<file path="config.mk">
export PLATFORM = sky130hd
export DESIGN_NAME = tent_filter_sample_warp_flat
export DESIGN_NICKNAME = d
export VERILOG_FILES = /design/src/tfsw_pkg.sv /design/src/tfsw_if.sv /design/src/tfsw_prep.sv /design/src/tfsw_root_pipe.sv /design/src/tfsw_finish.sv /design/src/tent_filter_sample_warp.sv /design/src/flat_wrapper.sv
export SDC_FILE = /design/constraint.sdc
export NUM_CORES = 1
export LEC_CHECK = 0
export BUFFER_PORTS_ARGS = -buffer_cell sky130_fd_sc_hd__buf_4
export CAP_MARGIN = 15
export CORE_ASPECT_RATIO = 1.4
export CORE_UTILIZATION = 55
export CTS_CLUSTER_SIZE = 14
export DETAILED_ROUTE_END_ITERATION = 16
export PLACE_DENSITY_LB_ADDON = 0.1
export SYNTH_ARGS = -nofsm -noshare
export SYNTH_HDL_FRONTEND = slang
export SYNTH_SLANG_ARGS = --single-unit
export TNS_END_PERCENT = 1
</file>
<file path="constraint.sdc">
create_clock -name clk_i -period 16.52 [get_ports clk_i]
set_clock_uncertainty 0.05 [all_clocks]
set_input_delay 1.652 -clock clk_i [delete_from_list [all_inputs] [get_ports clk_i]]
set_output_delay 1.652 -clock clk_i [all_outputs]
set_load 0.03 [all_outputs]
</file>
<file path="src/tfsw_pkg.sv">
// Shared constants, types and the tent warp's init, root and output functions.
// No dependencies.
`timescale 1ns / 1ps

package tfsw_pkg;

  localparam int unsigned COORD_BITS = 16;
  localparam int unsigned RAD_W      = COORD_BITS + 1;
  localparam int unsigned W_W        = 2 * COORD_BITS + 2;
  localparam int unsigned REM_W      = COORD_BITS + 2;
  localparam int unsigned ROOT_W     = COORD_BITS + 1;
  localparam int unsigned SH_W       = COORD_BITS + 4;
  localparam int unsigned SQ_ITERS   = COORD_BITS + 1;
  localparam int unsigned SQ_STEPS   = 4;
  localparam int unsigned SQ_STAGES  = (SQ_ITERS + SQ_STEPS - 1) / SQ_STEPS;

  typedef struct packed {
    logic              upper;
    logic [W_W-1:0]    w;
    logic [REM_W-1:0]  rem;
    logic [ROOT_W-1:0] root;
  } crd_t;

  typedef struct packed {
    crd_t x;
    crd_t y;
    logic last;
  } pipe_t;

  function automatic crd_t crd_init(logic [COORD_BITS-1:0] u);
    crd_t            c;
    logic [RAD_W-1:0] rad;
    logic [RAD_W-1:0] diff;
    diff = {1'b1, {COORD_BITS{1'b0}}} - {1'b0, u};
    if (u[COORD_BITS-1]) begin
      rad = {diff[COORD_BITS-1:0], 1'b0};
    end else begin
      rad = {u, 1'b0};
    end
    c.upper = u[COORD_BITS-1];
    c.w     = {1'b0, rad, {COORD_BITS{1'b0}}};
    c.rem   = '0;
    c.root  = '0;
    return c;
  endfunction

  // one restoring square root step: bring down two radicand bits
  function automatic crd_t sqrt_step(crd_t c);
    crd_t            n;
    logic [SH_W-1:0] rem_sh;
    logic [SH_W-1:0] trial;
    logic [SH_W-1:0] sub;
    logic            ge;
    rem_sh = {c.rem, c.w[W_W-1 -: 2]};
    trial  = {1'b0, c.root, 2'b01};
    sub    = rem_sh - trial;
    ge     = (rem_sh >= trial);
    n.upper = c.upper;
    n.w     = {c.w[W_W-3:0], 2'b00};
    n.rem   = ge ? sub[REM_W-1:0] : rem_sh[REM_W-1:0];
    n.root  = {c.root[ROOT_W-2:0], ge};
    return n;
  endfunction

  function automatic logic [COORD_BITS-1:0] warp_out(crd_t c);
    logic [ROOT_W-1:0] one_v;
    logic [ROOT_W-1:0] diff;
    one_v = {1'b1, {COORD_BITS{1'b0}}};
    diff  = c.upper ? (one_v - c.root) : (one_v + c.root);
    return diff[COORD_BITS:1];
  endfunction

endpackage

</file>
<file path="src/tfsw_if.sv">
// Stream interfaces for input samples and warped results.
// Depends on tfsw_pkg.
`timescale 1ns / 1ps

interface tfsw_in_if import tfsw_pkg::*; ();
  logic                  valid;
  logic                  ready;
  logic [COORD_BITS-1:0] x_in;
  logic [COORD_BITS-1:0] y_in;
  logic                  last_in;

  modport source (output valid, output x_in, output y_in, output last_in, input ready);
  modport sink   (input valid, input x_in, input y_in, input last_in, output ready);
endinterface

interface tfsw_out_if import tfsw_pkg::*; ();
  logic                         valid;
  logic                         ready;
  logic signed [COORD_BITS-1:0] x_out;
  logic signed [COORD_BITS-1:0] y_out;
  logic                         last_out;

  modport source (output valid, output x_out, output y_out, output last_out, input ready);
  modport sink   (input valid, input x_out, input y_out, input last_out, output ready);
endinterface

</file>
<file path="src/tfsw_prep.sv">
// Input stage: registers a sample and forms the root radicands.
// Depends on tfsw_pkg and tfsw_in_if.
`timescale 1ns / 1ps

module tfsw_prep import tfsw_pkg::*; (
  input  logic       clk_i,
  input  logic       rst_ni,
  tfsw_in_if.sink    in_i,
  output logic       valid_o,
  input  logic       ready_i,
  output pipe_t      data_o
);

  logic  valid_q;
  pipe_t data_q;
  pipe_t data_d;

  assign in_i.ready = !valid_q || ready_i;

  always_comb begin
    data_d.x    = crd_init(in_i.x_in);
    data_d.y    = crd_init(in_i.y_in);
    data_d.last = in_i.last_in;
  end

  always_ff @(posedge clk_i or negedge rst_ni) begin
    if (!rst_ni) begin
      valid_q <= 1'b0;
    end else if (in_i.ready) begin
      valid_q <= in_i.valid;
    end
  end

  always_ff @(posedge clk_i) begin
    if (in_i.valid && in_i.ready) begin
      data_q <= data_d;
    end
  end

  assign valid_o = valid_q;
  assign data_o  = data_q;

endmodule

</file>
<file path="src/tfsw_root_pipe.sv">
// Pipelined square root: up to SQ_STEPS restoring steps per register stage.
// Depends on tfsw_pkg.
`timescale 1ns / 1ps

module tfsw_root_pipe import tfsw_pkg::*; (
  input  logic  clk_i,
  input  logic  rst_ni,
  input  logic  valid_i,
  output logic  ready_o,
  input  pipe_t data_i,
  output logic  valid_o,
  input  logic  ready_i,
  output pipe_t data_o
);

  logic  valid_q [SQ_STAGES];
  pipe_t data_q  [SQ_STAGES];
  logic  rdy     [SQ_STAGES+1];

  assign rdy[SQ_STAGES] = ready_i;

  for (genvar s = 0; s < SQ_STAGES; s++) begin : g_stage
    logic  in_valid;
    pipe_t in_data;
    pipe_t data_d;

    if (s == 0) begin : g_first
      assign in_valid = valid_i;
      assign in_data  = data_i;
    end else begin : g_next
      assign in_valid = valid_q[s-1];
      assign in_data  = data_q[s-1];
    end

    assign rdy[s] = !valid_q[s] || rdy[s+1];

    always_comb begin
      data_d = in_data;
      for (int i = 0; i < SQ_STEPS; i++) begin
        if (s * SQ_STEPS + i < SQ_ITERS) begin
          data_d.x = sqrt_step(data_d.x);
          data_d.y = sqrt_step(data_d.y);
        end
      end
    end

    always_ff @(posedge clk_i or negedge rst_ni) begin
      if (!rst_ni) begin
        valid_q[s] <= 1'b0;
      end else if (rdy[s]) begin
        valid_q[s] <= in_valid;
      end
    end

    always_ff @(posedge clk_i) begin
      if (in_valid && rdy[s]) begin
        data_q[s] <= data_d;
      end
    end
  end

  assign ready_o = rdy[0];
  assign valid_o = valid_q[SQ_STAGES-1];
  assign data_o  = data_q[SQ_STAGES-1];

endmodule

</file>
<file path="src/tfsw_finish.sv">
// Output stage: forms 1 - root or root - 1 and drops to Q1.15.
// Depends on tfsw_pkg and tfsw_out_if.
`timescale 1ns / 1ps

module tfsw_finish import tfsw_pkg::*; (
  input  logic       clk_i,
  input  logic       rst_ni,
  input  logic       valid_i,
  output logic       ready_o,
  input  pipe_t      data_i,
  tfsw_out_if.source out_o
);

  logic                  valid_q;
  logic [COORD_BITS-1:0] x_q;
  logic [COORD_BITS-1:0] y_q;
  logic                  last_q;

  assign ready_o = !valid_q || out_o.ready;

  always_ff @(posedge clk_i or negedge rst_ni) begin
    if (!rst_ni) begin
      valid_q <= 1'b0;
    end else if (ready_o) begin
      valid_q <= valid_i;
    end
  end

  always_ff @(posedge clk_i) begin
    if (valid_i && ready_o) begin
      x_q    <= warp_out(data_i.x);
      y_q    <= warp_out(data_i.y);
      last_q <= data_i.last;
    end
  end

  assign out_o.valid    = valid_q;
  assign out_o.x_out    = $signed(x_q);
  assign out_o.y_out    = $signed(y_q);
  assign out_o.last_out = last_q;

endmodule

</file>
<file path="src/tent_filter_sample_warp.sv">
// Top level of the tent filter sample warp.
// Depends on tfsw_pkg, tfsw_if, tfsw_prep, tfsw_root_pipe, tfsw_finish.
//
//   port   dir  payload                       handshake
//   in_i   in   x_in, y_in (Q0.16), last_in   valid/ready
//   out_o  out  x_out, y_out (Q1.15), last_out valid/ready
//
// One item per cycle sustained while out_o is ready; a sample is registered
// in prep, in each square root stage (up to four root steps) and in finish.
// Every stage has its own valid bit and accepts when empty or draining, so
// a stall fills bubbles first and drops nothing.
// Reset clears the valid bits only.
`timescale 1ns / 1ps

module tent_filter_sample_warp import tfsw_pkg::*; (
  input  logic       clk_i,
  input  logic       rst_ni,
  tfsw_in_if.sink    in_i,
  tfsw_out_if.source out_o
);

  logic  prep_valid;
  logic  prep_ready;
  pipe_t prep_data;
  logic  root_valid;
  logic  root_ready;
  pipe_t root_data;

  tfsw_prep u_prep (
    .clk_i   (clk_i),
    .rst_ni  (rst_ni),
    .in_i    (in_i),
    .valid_o (prep_valid),
    .ready_i (prep_ready),
    .data_o  (prep_data)
  );

  tfsw_root_pipe u_root (
    .clk_i   (clk_i),
    .rst_ni  (rst_ni),
    .valid_i (prep_valid),
    .ready_o (prep_ready),
    .data_i  (prep_data),
    .valid_o (root_valid),
    .ready_i (root_ready),
    .data_o  (root_data)
  );

  tfsw_finish u_finish (
    .clk_i   (clk_i),
    .rst_ni  (rst_ni),
    .valid_i (root_valid),
    .ready_o (root_ready),
    .data_i  (root_data),
    .out_o   (out_o)
  );

endmodule

</file>
<file path="src/flat_wrapper.sv">
// flat-port wrapper written by rule: the top's interface ports become plain ports
module tent_filter_sample_warp_flat import tfsw_pkg::*;
  (clk_i, rst_ni, in_i_valid, in_i_x_in, in_i_y_in, in_i_last_in, in_i_ready, out_o_valid, out_o_x_out, out_o_y_out, out_o_last_out, out_o_ready);
  tfsw_in_if in_i_i ();
  tfsw_out_if out_o_i ();
  input  logic clk_i;
  input  logic rst_ni;
  input wire logic [$bits(in_i_i.valid)-1:0] in_i_valid;
  input wire logic [$bits(in_i_i.x_in)-1:0] in_i_x_in;
  input wire logic [$bits(in_i_i.y_in)-1:0] in_i_y_in;
  input wire logic [$bits(in_i_i.last_in)-1:0] in_i_last_in;
  output wire logic [$bits(in_i_i.ready)-1:0] in_i_ready;
  output wire logic [$bits(out_o_i.valid)-1:0] out_o_valid;
  output wire logic [$bits(out_o_i.x_out)-1:0] out_o_x_out;
  output wire logic [$bits(out_o_i.y_out)-1:0] out_o_y_out;
  output wire logic [$bits(out_o_i.last_out)-1:0] out_o_last_out;
  input wire logic [$bits(out_o_i.ready)-1:0] out_o_ready;
  assign in_i_i.valid = in_i_valid;
  assign in_i_i.x_in = in_i_x_in;
  assign in_i_i.y_in = in_i_y_in;
  assign in_i_i.last_in = in_i_last_in;
  assign in_i_ready = in_i_i.ready;
  assign out_o_valid = out_o_i.valid;
  assign out_o_x_out = out_o_i.x_out;
  assign out_o_y_out = out_o_i.y_out;
  assign out_o_last_out = out_o_i.last_out;
  assign out_o_i.ready = out_o_ready;
  tent_filter_sample_warp u_core (.clk_i(clk_i), .rst_ni(rst_ni), .in_i(in_i_i), .out_o(out_o_i));
endmodule
</file>
==> results by group, run 1 <==
Timing
  – Hold violation count in the final report: 0
  – Max-slew headroom at the worst pin: 0.2869
  – Minimum clock period: between 10 and 15 ns
  – Setup total negative slack: 0 ns
  – Fmax: around 0.076 GHz
  – Max-slew violation total from the final report: 0
  – Final Cycle Share: 0.7976
  – Setup-violating endpoint count in the final report: 0
  – RSZ-0062 raised after global routing: false
  – Transition at the pin with the smallest max-transition slack: between 1 and 1.5 ns

Setup path
  – Crit Path Max Fanout: 19
  – Count of cells along the worst register-to-register path: 51
  – Worst Setup Start Kind: register
  – Family with the most delay on the worst path: compound AO/OA/AOI/OAI gates
  – Stage delay of the slowest cell on the critical path: between 0.8 and 0.9 ns
  – Worst Setup Path Type: register to register
  – Data arrival time of the critical path: about 13 ns
  – Buf/Inv on CP: 7
  – Logic depth of the worst path, buffers included: just over 50
  – Cell with the most instances on the worst path: a21oi_1
  – Kind of end point of the critical path: register
  – Required arrival time at the worst endpoint: roughly 17 ns
  – R2R Setup Slk: between 3 and 4 ns
  – Critical Path Slowest Stage Cell: or4_1

Placed design
  – IO Port Bufs: 71
  – Post-detailed-placement half-perimeter wirelength: roughly 61 mm
  – Final weighted congestion of routability-driven global placement: a little under 1

Routing
  – DRT iter0 DRCs: roughly 1100
  – DR pass1 iterations: 5
  – Total routed wirelength: between 70 and 80 mm
  – Post-DR wirelength/cell: roughly 18 µm
  – Count of vias placed by the detailed router: around 25000
  – Residual DRC count: 0
  – Detail-routed via count per cell: between 6 and 7
  – Number of nets still failing antenna checks after routing: 0

Synthesis
  – Share of the yosys chip area belonging to registers: 0.3519
  – Post-synthesis share of cell area spent on xor and xnor gates: 0.09192
  – Post-synth top flop: edfxtp_1
  – Post-synthesis mux area share: 0.02045
  – Total of warnings raised by yosys: 0
  – Number of different library cells in the post-synthesis netlist: 108
  – Post-synthesis adder-cell area fraction: 0.1249
  – Share of flip-flops with an asynchronous set or reset: 0.01923
  – Dominant combinational cell family by area after synthesis: compound AO/OA/AOI/OAI gates
  – Fraction of the mapped netlist area in simple logic gates: 0.1832
  – Number of enable-type register cells in the synthesized netlist: about 360
  – Netlist area before placement: around 31000 µm²
  – Mean Syn Cell Area: 9.148 µm²
  – Synth Area in Compound Gates: 0.1892
  – FF+latch count, synth: roughly 360
  – Gate Count Post-Synth: approximately 3400
  – Mapped Nets: roughly 3700

Worst hold path
  – HP Class: register to register
  – Hold Path Stages: 0

Clocking
  – Clock Path Buffers: 3
  – Hold-fix buffers at CTS: 0
  – Clock tree from TritonCTS: built
  – Count of cells resized by post-cts repair: 0
  – Max H-tree Level: 2
  – Clock transition at the register clock pins on the worst setup and hold paths after CTS: 0.06 ns
  – Count of clock tree sinks: around 360
  – Number of post-CTS setup repair buffers: 0
  – Clock latency at the later pin of the worst-skew pair: ~0.57 ns
  – Clock tree root driver cell: clkbuf_16
  – Clock buffers created by TritonCTS: 38

Die
  – Number of top-level pins: 72
  – Placement row count: between 100 and 150
  – Starting Density: 0.5578
  – Core area: 55520 µm²
  – Chip Height: approximately 280 µm
  – Floorplan die area: about 57000 µm²
  – Floorplan die width: slightly above 200 µm

Final layout
  – Fill count: approximately 4800
  – Area overhead of the layout relative to synthesis: 8.287%
  – Antenna Cells: 0
  – Post-layout nets: about 3800
  – Fraction of layout instances using a drive strength above 1: 0.07670

Global route
  – Number of antenna violations at the first check in global routing: 0
  – Pin count of the biggest net entering global routing: 66
  – Wire length of the first global-routing pass: between 100 and 150 mm
  – Vias in the first global route: approximately 26000
  – Overall track demand over capacity in global routing: 0.2638
  – Gr ovfl total: 0

Power and ir drop
  – Overall power after layout: between 5 and 6 mW
  – Max IR drop VDD: 0.00008905 V
  – Power density normalized to cell area: around 180 nW/µm²
  – Leakage: about 14 nW

Job
  – Number of max-capacitance violations reported: 0

Status
  – Result of the run: finished, final reports clean
==> worst reg2reg max path: cells and delay by family, from the launching register on <==
kind                     cells  cell delay, ns
AND/OR/NAND/NOR             13            3.39
AO/OA/AOI/OAI               23            5.25
XOR/XNOR                     1            0.15
multiplexers                 2            0.77
adder cells (fa/ha/maj)      5            1.25
flip-flops                   1            0.45
buffers and inverters        7            1.63
==> flip-flops by register name, summed over array words and instances (netlist names) <==
signal,count
u_core.u_root.data_q,289
u_core.u_prep.data_o,35
u_core.u_finish.out_o.x_out,16
u_core.u_finish.out_o.y_out,16
u_core.u_root.g_stage.in_valid,4
u_core.u_finish.out_o.last_out,1
u_core.u_finish.out_o.valid,1
u_core.u_prep.valid_o,1
u_core.u_root.valid_o,1
==> synth_stat cells, types with 8 or more instances <==
| master | n | share of area |
|---|---|---|
| nand2_1 | 307 | 0.037 |
| mux2_2 | 33 | 0.012 |
| a21o_1 | 92 | 0.022 |
| a211o_1 | 10 | 0.0028 |
| o21bai_1 | 31 | 0.0075 |
| a31oi_1 | 18 | 0.0036 |
| o21ai_0 | 222 | 0.036 |
| edfxtp_1 | 357 | 0.35 |
| o21a_1 | 59 | 0.014 |
| nand4_1 | 22 | 0.0044 |
| o211ai_1 | 15 | 0.0036 |
| buf_2 | 8 | 0.0013 |
| nor2b_1 | 44 | 0.0089 |
| xor2_1 | 91 | 0.026 |
| a2111oi_0 | 8 | 0.0023 |
| and3_1 | 32 | 0.0065 |
| nand2b_1 | 46 | 0.0093 |
| nor3_1 | 100 | 0.016 |
| mux2i_1 | 25 | 0.0081 |
| and2_1 | 31 | 0.0063 |
| o41ai_1 | 11 | 0.0031 |
| a21oi_1 | 234 | 0.038 |
| o2111ai_1 | 8 | 0.0023 |
| nand3_1 | 80 | 0.013 |
| o31a_1 | 8 | 0.0023 |
| o21ai_1 | 12 | 0.0019 |
| nand3b_1 | 11 | 0.0027 |
| o31ai_1 | 44 | 0.011 |
| ha_1 | 298 | 0.12 |
| nor2_1 | 257 | 0.031 |
| or4_1 | 22 | 0.0053 |
| or3_1 | 42 | 0.0085 |
| a211oi_1 | 35 | 0.0085 |
| or2_2 | 29 | 0.0059 |
| inv_1 | 226 | 0.027 |
| xnor2_1 | 234 | 0.066 |
| clkbuf_1 | 49 | 0.0059 |
| nor4_1 | 32 | 0.0065 |
| nor3b_1 | 13 | 0.0032 |
==> cells by family (layout without fill, tap and decap cells) <==
| kind of cell | count (synthesis) | count (layout) |
|---|---|---|
| AND/OR/NAND/NOR | 1119 | 1119 |
| buffers and inverters | 305 | 388 |
| XOR/XNOR | 325 | 325 |
| AO/OA/AOI/OAI | 908 | 908 |
| adder cells (fa/ha/maj) | 305 | 305 |
| flip-flops | 364 | 364 |
| multiplexers | 59 | 59 |
==> per-layer routing <==
metal	vias to the layer above	global-route usage	wire, µm
met3	237	0.02917	2054
met1	11970	0.2556	28200
met2	536	0.5361	41940
met4	0	0.1411	4034
met5	-	0	0
li1	12560	-	-
==> where the power goes <==
group / leakage, nW / internal (mW) / total, mW / switching, mW
Clock: 0.596 / 0.514 / 0.874 / 0.359
Sequential: 3.25 / 1.41 / 1.54 / 0.134
Combinational: 9.89 / 1.43 / 3.50 / 2.07
Total: 13.7 / 3.35 / 5.91 / 2.56
==> area by class of cell <==
class | count | area (µm²) | area share
Multi-Input combinational cell | 2716 | 18950 | 0.5650
Sequential cell | 364 | 10900 | 0.3249
Clock buffer | 50 | 1060 | 0.03160
Tap cell | 728 | 910.9 | 0.02716
Inverter | 237 | 889.6 | 0.02653
Timing Repair Buffer | 85 | 638.1 | 0.01903
Clock inverter | 16 | 192.7 | 0.005746
==> final timing paths <==
check	start	to
setup reg to reg	u_core.u_root.data_q[0][138]	u_core.u_root.data_q[0][296]
setup / recovery	u_core.u_root.data_q[0][138]	u_core.u_root.data_q[0][296]
min in group asynchronous	rst_ni	u_core.u_prep.valid_o
hold reg to reg	u_core.u_prep.data_o[70]	u_core.u_root.data_q[0][68]
hold / removal	u_core.u_prep.data_o[70]	u_core.u_root.data_q[0][68]
max in group asynchronous	rst_ni	u_core.u_root.g_stage[4].in_valid
==> cell usage in the layout (no fill, tap or decap), drive strengths merged, types with 32 or more instances in the layout <==
cell type,instances
nor3,103
nor2b,44
inv,234
and3,32
nand2,307
nand3,82
nand2b,47
or3,44
buf,85
nor2,257
a21o,92
nor4,34
o31ai,45
xor2,91
clkbuf,50
a211oi,36
mux2,34
o21ai,235
a21oi,234
xnor2,234
edfxtp,357
o21a,59
ha,298
==> stage by stage <==
| stage | instance area [µm²] | instances | setup slack (ns) | hold slack (ns) | utilization |
|---|---|---|---|---|---|
| after floorplan | 30970 | 3385 | 5.062 | 0.3503 | - |
| after global placement | 32280 | 4130 | 3.542 | 0.3529 | 0.5815 |
| after detailed placement | 32280 | 4130 | 3.323 | 0.3545 | 0.5815 |
| after CTS | 33530 | 4196 | 3.280 | 0.3659 | 0.6040 |
| after global routing | 33530 | 4196 | 2.185 | 0.3738 | 0.6040 |
| final | 33530 | 4196 | 3.344 | 0.3666 | 0.6040 |
Note: power is estimated with default switching activity, not from simulation.
==> run 2, diff against run 1 <==
- clock period: 16.52 -> 12.29 ns (I/O delays scaled with it)
==> run 2 against run 1 <==
  * Clock power up 28%
  * Register-to-register slack got worse by 2.5 ns
  * Power increased by 37%
  * Flip-flop and latch count stayed put
  * Worst hold slack got worse by 0.0018 ns
  * Critical path type unchanged
  * Critical endpoint is now u_core.u_root.data_q[0][301]
  * Highest routed layer unchanged
==> results by group, run 2 (same netlist as run 1, synthesis figures left out) <==
Routing
  – Count of vias placed by the detailed router: 25520 (+0.83%)
  – Number of nets still failing antenna checks after routing: 0 (unchanged)
  – Detail-routed via count per cell: 6.006 (-0.43%)
  – Residual DRC count: 0 (unchanged)
  – DRT iter0 DRCs: 1142 (+2.4%)
  – Post-DR wirelength/cell: 18.39 µm (+1.2%)
  – DR pass1 iterations: 5 (unchanged)
  – Total routed wirelength: 78.12 mm (+2.5%)

Power and ir drop
  – Max IR drop VDD: 0.0001195 V (+34%)
  – Fraction of power consumed by sequential logic: 0.256 (-0.005)
  – Clk pwr share: 0.139 (-0.009)
  – Int Pwr: 4.552 mW (+36%)
  – Leakage: 13.98 nW (+1.8%)
  – Power density normalized to cell area: 238.2 nW/µm² (+35%)
  – Switching power: 3.531 mW (+38%)
  – Switching Share: 0.4369 (+0.004097)
  – Combinational power share: 0.605 (+0.013)

Setup path
  – Startpoint of the most critical register-to-register path: u_core.u_root.data_q[0][138]
  – Critical Path Slowest Stage Cell: or4_1
  – Kind of end point of the critical path: register
  – Stage delay of the slowest cell on the critical path: 0.67 ns (-0.20 ns)
  – Data arrival time of the critical path: 11.68 ns (-1.76 ns)
  – Worst Setup Start Kind: register
  – Worst Setup Path Type: register to register
  – Start point of the critical path: u_core.u_root.data_q[0][138]
  – Crit Path Max Fanout: 16 (-3)
  – Cell with the most instances on the worst path: a21oi_1
  – Required arrival time at the worst endpoint: 12.55 ns (-4.23 ns)

Clocking
  – Clock Path Buffers: 3 (unchanged)
  – Clock tree from TritonCTS: built
  – Max H-tree Level: 2 (unchanged)
  – Count of clock tree sinks: 364 (unchanged)
  – Clock tree root driver cell: clkbuf_16
  – Clock buffers created by TritonCTS: 38 (unchanged)
  – Hold-fix buffers at CTS: 0 (unchanged)
  – Clock transition at the register clock pins on the worst setup and hold paths after CTS: 0.06 ns (about the same)
  – Clock latency at the later pin of the worst-skew pair: 0.57 ns (about the same)

Final layout
  – Fill count: 4694 (-1.8%)
  – Most frequent cells in the layout: edfxtp_1 (357), nand2_1 (306), ha_1 (298)
  – Most frequent standard cell in the layout excluding fill and tap cells: edfxtp_1
  – Fraction of layout instances using a drive strength above 1: 0.09202 (+0.01532)
  – Antenna Cells: 0 (unchanged)
  – Most flop-heavy register: u_core.u_root.data_q
  – Area taken by flip-flops and latches: 10900 µm² (unchanged)
  – Post-layout nets: 3834 (+1.3%)
  – Flip-flop count of the largest register after layout: 289 (unchanged)
  – Finished Cell Area: 33940 µm² (+1.2%)
  – Multi-input gate area: 18990 µm² (+0.25%)
  – Area overhead of the layout relative to synthesis: 9.600%

Timing
  – Max-slew violation total from the final report: 0 (unchanged)
  – Fmax: 0.08760 GHz (+15%)
  – Setup-violating endpoint count in the final report: 0 (unchanged)
  – Transition at the pin with the smallest max-transition slack: 1.116 ns (+0.04592 ns)
  – Worst Hold Margin: 0.3648 ns (-0.001796 ns)
  – Minimum clock period: 11.42 ns (-1.761 ns)
  – RSZ-0062 raised after global routing: true
  – Max-slew headroom at the worst pin: 0.2563 (-0.03062)
  – Final Cycle Share: 0.9288 (+0.1312)
  – Hold violation count in the final report: 0 (unchanged)

Placed design
  – Dpl cell area: 32660 µm² (+1.2%)
  – Post-detailed-placement half-perimeter wirelength: 63.36 mm (+3.5%)
  – IO Port Bufs: 71 (unchanged)
  – Final weighted congestion of routability-driven global placement: 0.9759 (+0.93%)

Worst hold path
  – HP Class: register to register
  – Min-delay src: u_core.u_root.data_q[0][136]

Die
  – Starting Density: 0.5578 (unchanged)
  – Floorplan die width: 202.5 µm (unchanged)
  – Chip Height: 282.8 µm (unchanged)
  – Floorplan die area: 57270 µm² (unchanged)
  – Placement row count: 102 (unchanged)
  – Core area: 55520 µm² (unchanged)
  – Number of top-level pins: 72 (unchanged)

Global route
  – Vias in the first global route: 25770 (+0.56%)
  – Overall track demand over capacity in global routing: 0.2693 (+0.005517)
  – Number of antenna violations at the first check in global routing: 0 (unchanged)
  – Pin count of the biggest net entering global routing: 69 (+4.5%)
  – Gr ovfl total: 0 (unchanged)
  – Wire length of the first global-routing pass: 124.7 mm (+1.4%)

Job
  – Number of max-capacitance violations reported: 0 (unchanged)

Status
  – Result of the run: finished, final reports clean
## run 2: changes by cell type in the layout (fill, tap and decap cells not counted), moves of 2 or more
| cell | before | now |
|---|---|---|
| buf_4 | 85 | 132 |
| bufinv_16 | 4 | 1 |
| clkinv_1 | 8 | 11 |
| buf_12 | 0 | 3 |
| clkinv_2 | 2 | 5 |
| clkinv_4 | 1 | 3 |
## run 2: cell type report
type / count / area share
Timing Repair Buffer: 135 / 0.03097
Multi-Input combinational cell: 2716 / 0.5596
Inverter: 237 / 0.02632
Clock buffer: 49 / 0.03112
Tap cell: 728 / 0.02684
Clock inverter: 20 / 0.004092
Sequential cell: 364 / 0.3210
## run 2: final timing paths
path,to,slack [ns],depth (start not counted)
worst max-delay path,u_core.u_root.data_q[0][301],0.87,52
worst min-delay path,u_core.u_root.data_q[0][273],0.36,0
worst max register to register,u_core.u_root.data_q[0][301],0.87,52
worst min register to register,u_core.u_root.data_q[0][273],0.36,0
max in group asynchronous,u_core.u_root.g_stage[1].in_valid,11.65,1
min in group asynchronous,u_core.u_root.g_stage[3].in_valid,0.41,1
## run 2: metal layers
| layer | global-route usage | part of all wire | routed length [µm] |
|---|---|---|---|
| met4 | 0.1394 | 0.050 | 3930 |
| met3 | 0.02779 | 0.024 | 1888 |
| met5 | 0 | 0 | 0 |
| met1 | 0.2565 | 0.37 | 28690 |
| met2 | 0.5562 | 0.56 | 43620 |
## run 2: timing repair
| action | CTS | global route |
|---|---|---|
| setup buffers | 0 | 4 |
| gates resized for setup | 0 | 11 |
| setup endpoints to repair | 0 | 48 |
## run 2: through the flow
stage                     total power, mW    util  setup TNS (ns)  setup WS (ns)  instances
after floorplan                     5.697       -               0         0.8320       3385
after global routing                8.678  0.6113        -0.02665       -0.02665       4249
final                               8.083  0.6113               0         0.8746       4249
after detailed placement            6.894  0.5883               0         0.4548       4176
after CTS                           8.041  0.6099               0         0.4066       4245
after global placement              6.753  0.5883               0         0.8748       4176
## run 2: worst max-delay path, delay by kind of cell, from the launching register on
family,cells,cell delay (ns)
AND/OR/NAND/NOR,13,2.75
flip-flops,1,0.45
AO/OA/AOI/OAI,23,4.76
adder cells (fa/ha/maj),5,1.23
multiplexers,2,0.72
XOR/XNOR,1,0.08
buffers and inverters,8,1.11
## run 2: power groups by stage
stage / clock, mW / sequential (mW) / combinational (mW)
2_1_floorplan: 0 / 2.09 / 3.61
3_3_place_gp: 0 / 2.08 / 4.67
3_5_place_dp: 0 / 2.09 / 4.80
4_1_cts: 1.15 / 2.07 / 4.83
5_1_grt: 1.19 / 2.10 / 5.40
6_report: 1.12 / 2.07 / 4.89
==> run 3, diff against run 2 <==
- CORE_MARGIN: not set -> 3
==> run 3 against run 2 <==
  * Die area up 3.4%
  * Worst hold slack about the same
  * Fmax down 0.15%
  * Via count up 0.42%
  * Final cell count down 0.12%
  * Largest cell class unchanged
  * Highest routed layer unchanged
==> results by group, run 3 (same netlist as run 1, synthesis figures left out) <==
Routing
  – Count of vias placed by the detailed router: 25630 (+0.42%)
  – DRT iter0 DRCs: 1144 (+0.18%)
  – DR pass1 iterations: 5 (unchanged)
  – Total routed wirelength: 77.65 mm (-0.60%)
  – Number of nets still failing antenna checks after routing: 0 (unchanged)
  – Detail-routed via count per cell: 6.038 (+0.53%)
  – Residual DRC count: 0 (unchanged)
  – Post-DR wirelength/cell: 18.30 µm (-0.49%)

Die
  – Floorplan die width: 206.5 µm (+2.0%)
  – Chip Height: 286.8 µm (+1.4%)
  – Starting Density: 0.5578 (unchanged)
  – Floorplan die area: 59230 µm² (+3.4%)
  – Placement row count: 102 (unchanged)
  – Number of top-level pins: 72 (unchanged)
  – Core area: 55520 µm² (unchanged)

Placed design
  – Final weighted congestion of routability-driven global placement: 0.9349 (-4.2%)
  – Post-detailed-placement half-perimeter wirelength: 62.67 mm (-1.1%)
  – IO Port Bufs: 71 (unchanged)

Global route
  – Grt peak-use layer: met2
  – Met2 track demand over resource: 0.5259 (-0.03035)
  – Number of antenna violations at the first check in global routing: 0 (unchanged)
  – Pin count of the biggest net entering global routing: 70 (+1.4%)
  – Overall track demand over capacity in global routing: 0.2586 (-0.01068)
  – Grt met1 use: 0.2501 (-0.006381)
  – Met3 routing resource usage after global routing: 0.02973 (+0.001938)
  – Gr ovfl total: 0 (unchanged)
  – Vias in the first global route: 26390 (+2.4%)
  – Wire length of the first global-routing pass: 125.3 mm (+0.48%)

Power and ir drop
  – Leakage: 14.01 nW (+0.24%)
  – Combinational power share: 0.596 (-0.009)
  – Switching power: 3.502 mW (-0.83%)
  – Switching Share: 0.4320 (-0.004845)
  – Power density normalized to cell area: 238.5 nW/µm² (+0.12%)
  – Overall power after layout: 8.106 mW (+0.28%)
  – Int Pwr: 4.604 mW (+1.1%)
  – Clk pwr share: 0.149 (+0.010)
  – Max IR drop VDD: 0.0001152 V (-3.6%)
  – Fraction of power consumed by sequential logic: 0.255 (about the same)

Final layout
  – Area overhead of the layout relative to synthesis: 9.774%
  – Most frequent standard cell in the layout excluding fill and tap cells: edfxtp_1
  – Most flop-heavy register: u_core.u_root.data_q
  – Post-layout nets: 3833 (-0.026%)
  – Share of the core filled with cells: 0.6123 (+0.0009700)
  – Flip-flop count of the largest register after layout: 289 (unchanged)
  – Fraction of layout instances using a drive strength above 1: 0.09357 (+0.001553)
  – Most frequent cells in the layout: edfxtp_1 (357), nand2_1 (306), ha_1 (298)
  – Antenna Cells: 0 (unchanged)

Clocking
  – Clock tree from TritonCTS: built
  – Clock tree root driver cell: clkbuf_16
  – Clock Path Buffers: 3 (unchanged)
  – Count of clock tree sinks: 364 (unchanged)
  – Clock transition at the register clock pins on the worst setup and hold paths after CTS: 0.07 ns (about the same)
  – Clock latency at the later pin of the worst-skew pair: 0.58 ns (about the same)
  – Max H-tree Level: 2 (unchanged)
  – Clock buffers created by TritonCTS: 39 (+2.6%)

Setup path
  – Critical Path Slowest Stage Cell: or4_4
  – Crit Path Max Fanout: 20 (+4)
  – Data arrival time of the critical path: 11.72 ns (+0.04 ns)
  – Cell with the most instances on the worst path: a21oi_1
  – Worst Setup Start Kind: register
  – Worst Setup Path Type: register to register
  – Required arrival time at the worst endpoint: 12.57 ns (+0.02 ns)
  – Kind of end point of the critical path: register
  – Stage delay of the slowest cell on the critical path: 0.63 ns (-0.04 ns)

Timing
  – Transition at the pin with the smallest max-transition slack: 1.014 ns (-0.1019 ns)
  – Minimum clock period: 11.43 ns (+0.01724 ns)
  – Setup total negative slack: 0 ns (unchanged)
  – Fmax: 0.08747 GHz (-0.15%)
  – Max-slew headroom at the worst pin: 0.3228 (+0.06651)
  – Final Cycle Share: 0.9302 (+0.001403)
  – RSZ-0062 raised after global routing: false
  – Setup-violating endpoint count in the final report: 0 (unchanged)
  – Hold violation count in the final report: 0 (unchanged)
  – Max-slew violation total from the final report: 0 (unchanged)

Worst hold path
  – HP Class: register to register

Status
  – Result of the run: finished, final reports clean

Job
  – Number of max-capacitance violations reported: 0 (unchanged)
==> run 3: final timing paths <==
check / startpoint / end / slack (ns) / cells past startpoint
worst max-delay path: u_core.u_root.data_q[0][138] / u_core.u_root.data_q[0][296] / 0.86 / 50
worst min-delay path: u_core.u_prep.data_o[61] / u_core.u_root.data_q[0][67] / 0.37 / 0
worst max register to register: u_core.u_root.data_q[0][138] / u_core.u_root.data_q[0][296] / 0.86 / 50
worst min register to register: u_core.u_prep.data_o[61] / u_core.u_root.data_q[0][67] / 0.37 / 0
max in group asynchronous: rst_ni / u_core.u_root.g_stage[3].in_valid / 11.66 / 1
min in group asynchronous: rst_ni / u_core.u_finish.out_o.valid / 0.41 / 1
==> run 3: per-layer routing <==
layer | wire length, µm | vias to the layer above | share of wire
met2 | 43430 | 561 | 0.56
met5 | 0 | - | 0
li1 | - | 12650 | -
met3 | 2112 | 241 | 0.027
met4 | 4108 | 0 | 0.053
met1 | 28000 | 12180 | 0.36
==> run 3: power groups by stage <==
stage / Sequential (mW) / Clock [mW] / Combinational (mW)
6_report: 2.06 / 1.21 / 4.83
5_1_grt: 2.10 / 1.28 / 5.38
3_3_place_gp: 2.08 / 0 / 4.62
3_5_place_dp: 2.09 / 0 / 4.75
4_1_cts: 2.07 / 1.24 / 4.78
2_1_floorplan: 2.09 / 0 / 3.61
==> run 3: repair_timing <==
item                                    4_1_cts  5_1_grt
setup buffers                                 0        9
endpoints found under the hold margin         0        0
gates resized for setup                       0       13
hold buffers                                  0        0
endpoints found under the setup margin        0       36
==> run 3: layout make-up <==
cell class / instances / area (µm²)
Tap cell: 728 / 910.9
Clock buffer: 42 / 1008
Fill cell: 4745 / 21520
Multi-Input combinational cell: 2716 / 18990
Sequential cell: 364 / 10900
Timing Repair inverter: 1 / 5.005
Inverter: 237 / 893.4
Clock inverter: 24 / 287.8
Timing Repair Buffer: 132 / 1003
==> run 3: worst max-delay path: cells and delay by family (launching register included) <==
kind                       cells  cell delay [ns]
and+or+nand+nor               13             2.75
DFF                            1             0.44
adders and majority gates      5             1.25
AOI/OAI and AO/OA             24             5.21
buffers and inverters          6             0.76
muxes                          2             0.72
==> run 3: stage by stage <==
step | setup slack, ns | instances | hold slack (ns) | cell area [µm²]
5_1_grt | 0.02228 | 4244 | 0.3744 | 33990
2_1_floorplan | 0.8320 | 3385 | 0.3503 | 30970
3_5_place_dp | 0.3163 | 4168 | 0.3545 | 32580
6_report | 0.8574 | 4244 | 0.3653 | 33990
4_1_cts | 0.2747 | 4234 | 0.3671 | 33870
3_3_place_gp | 0.5104 | 4168 | 0.3533 | 32580
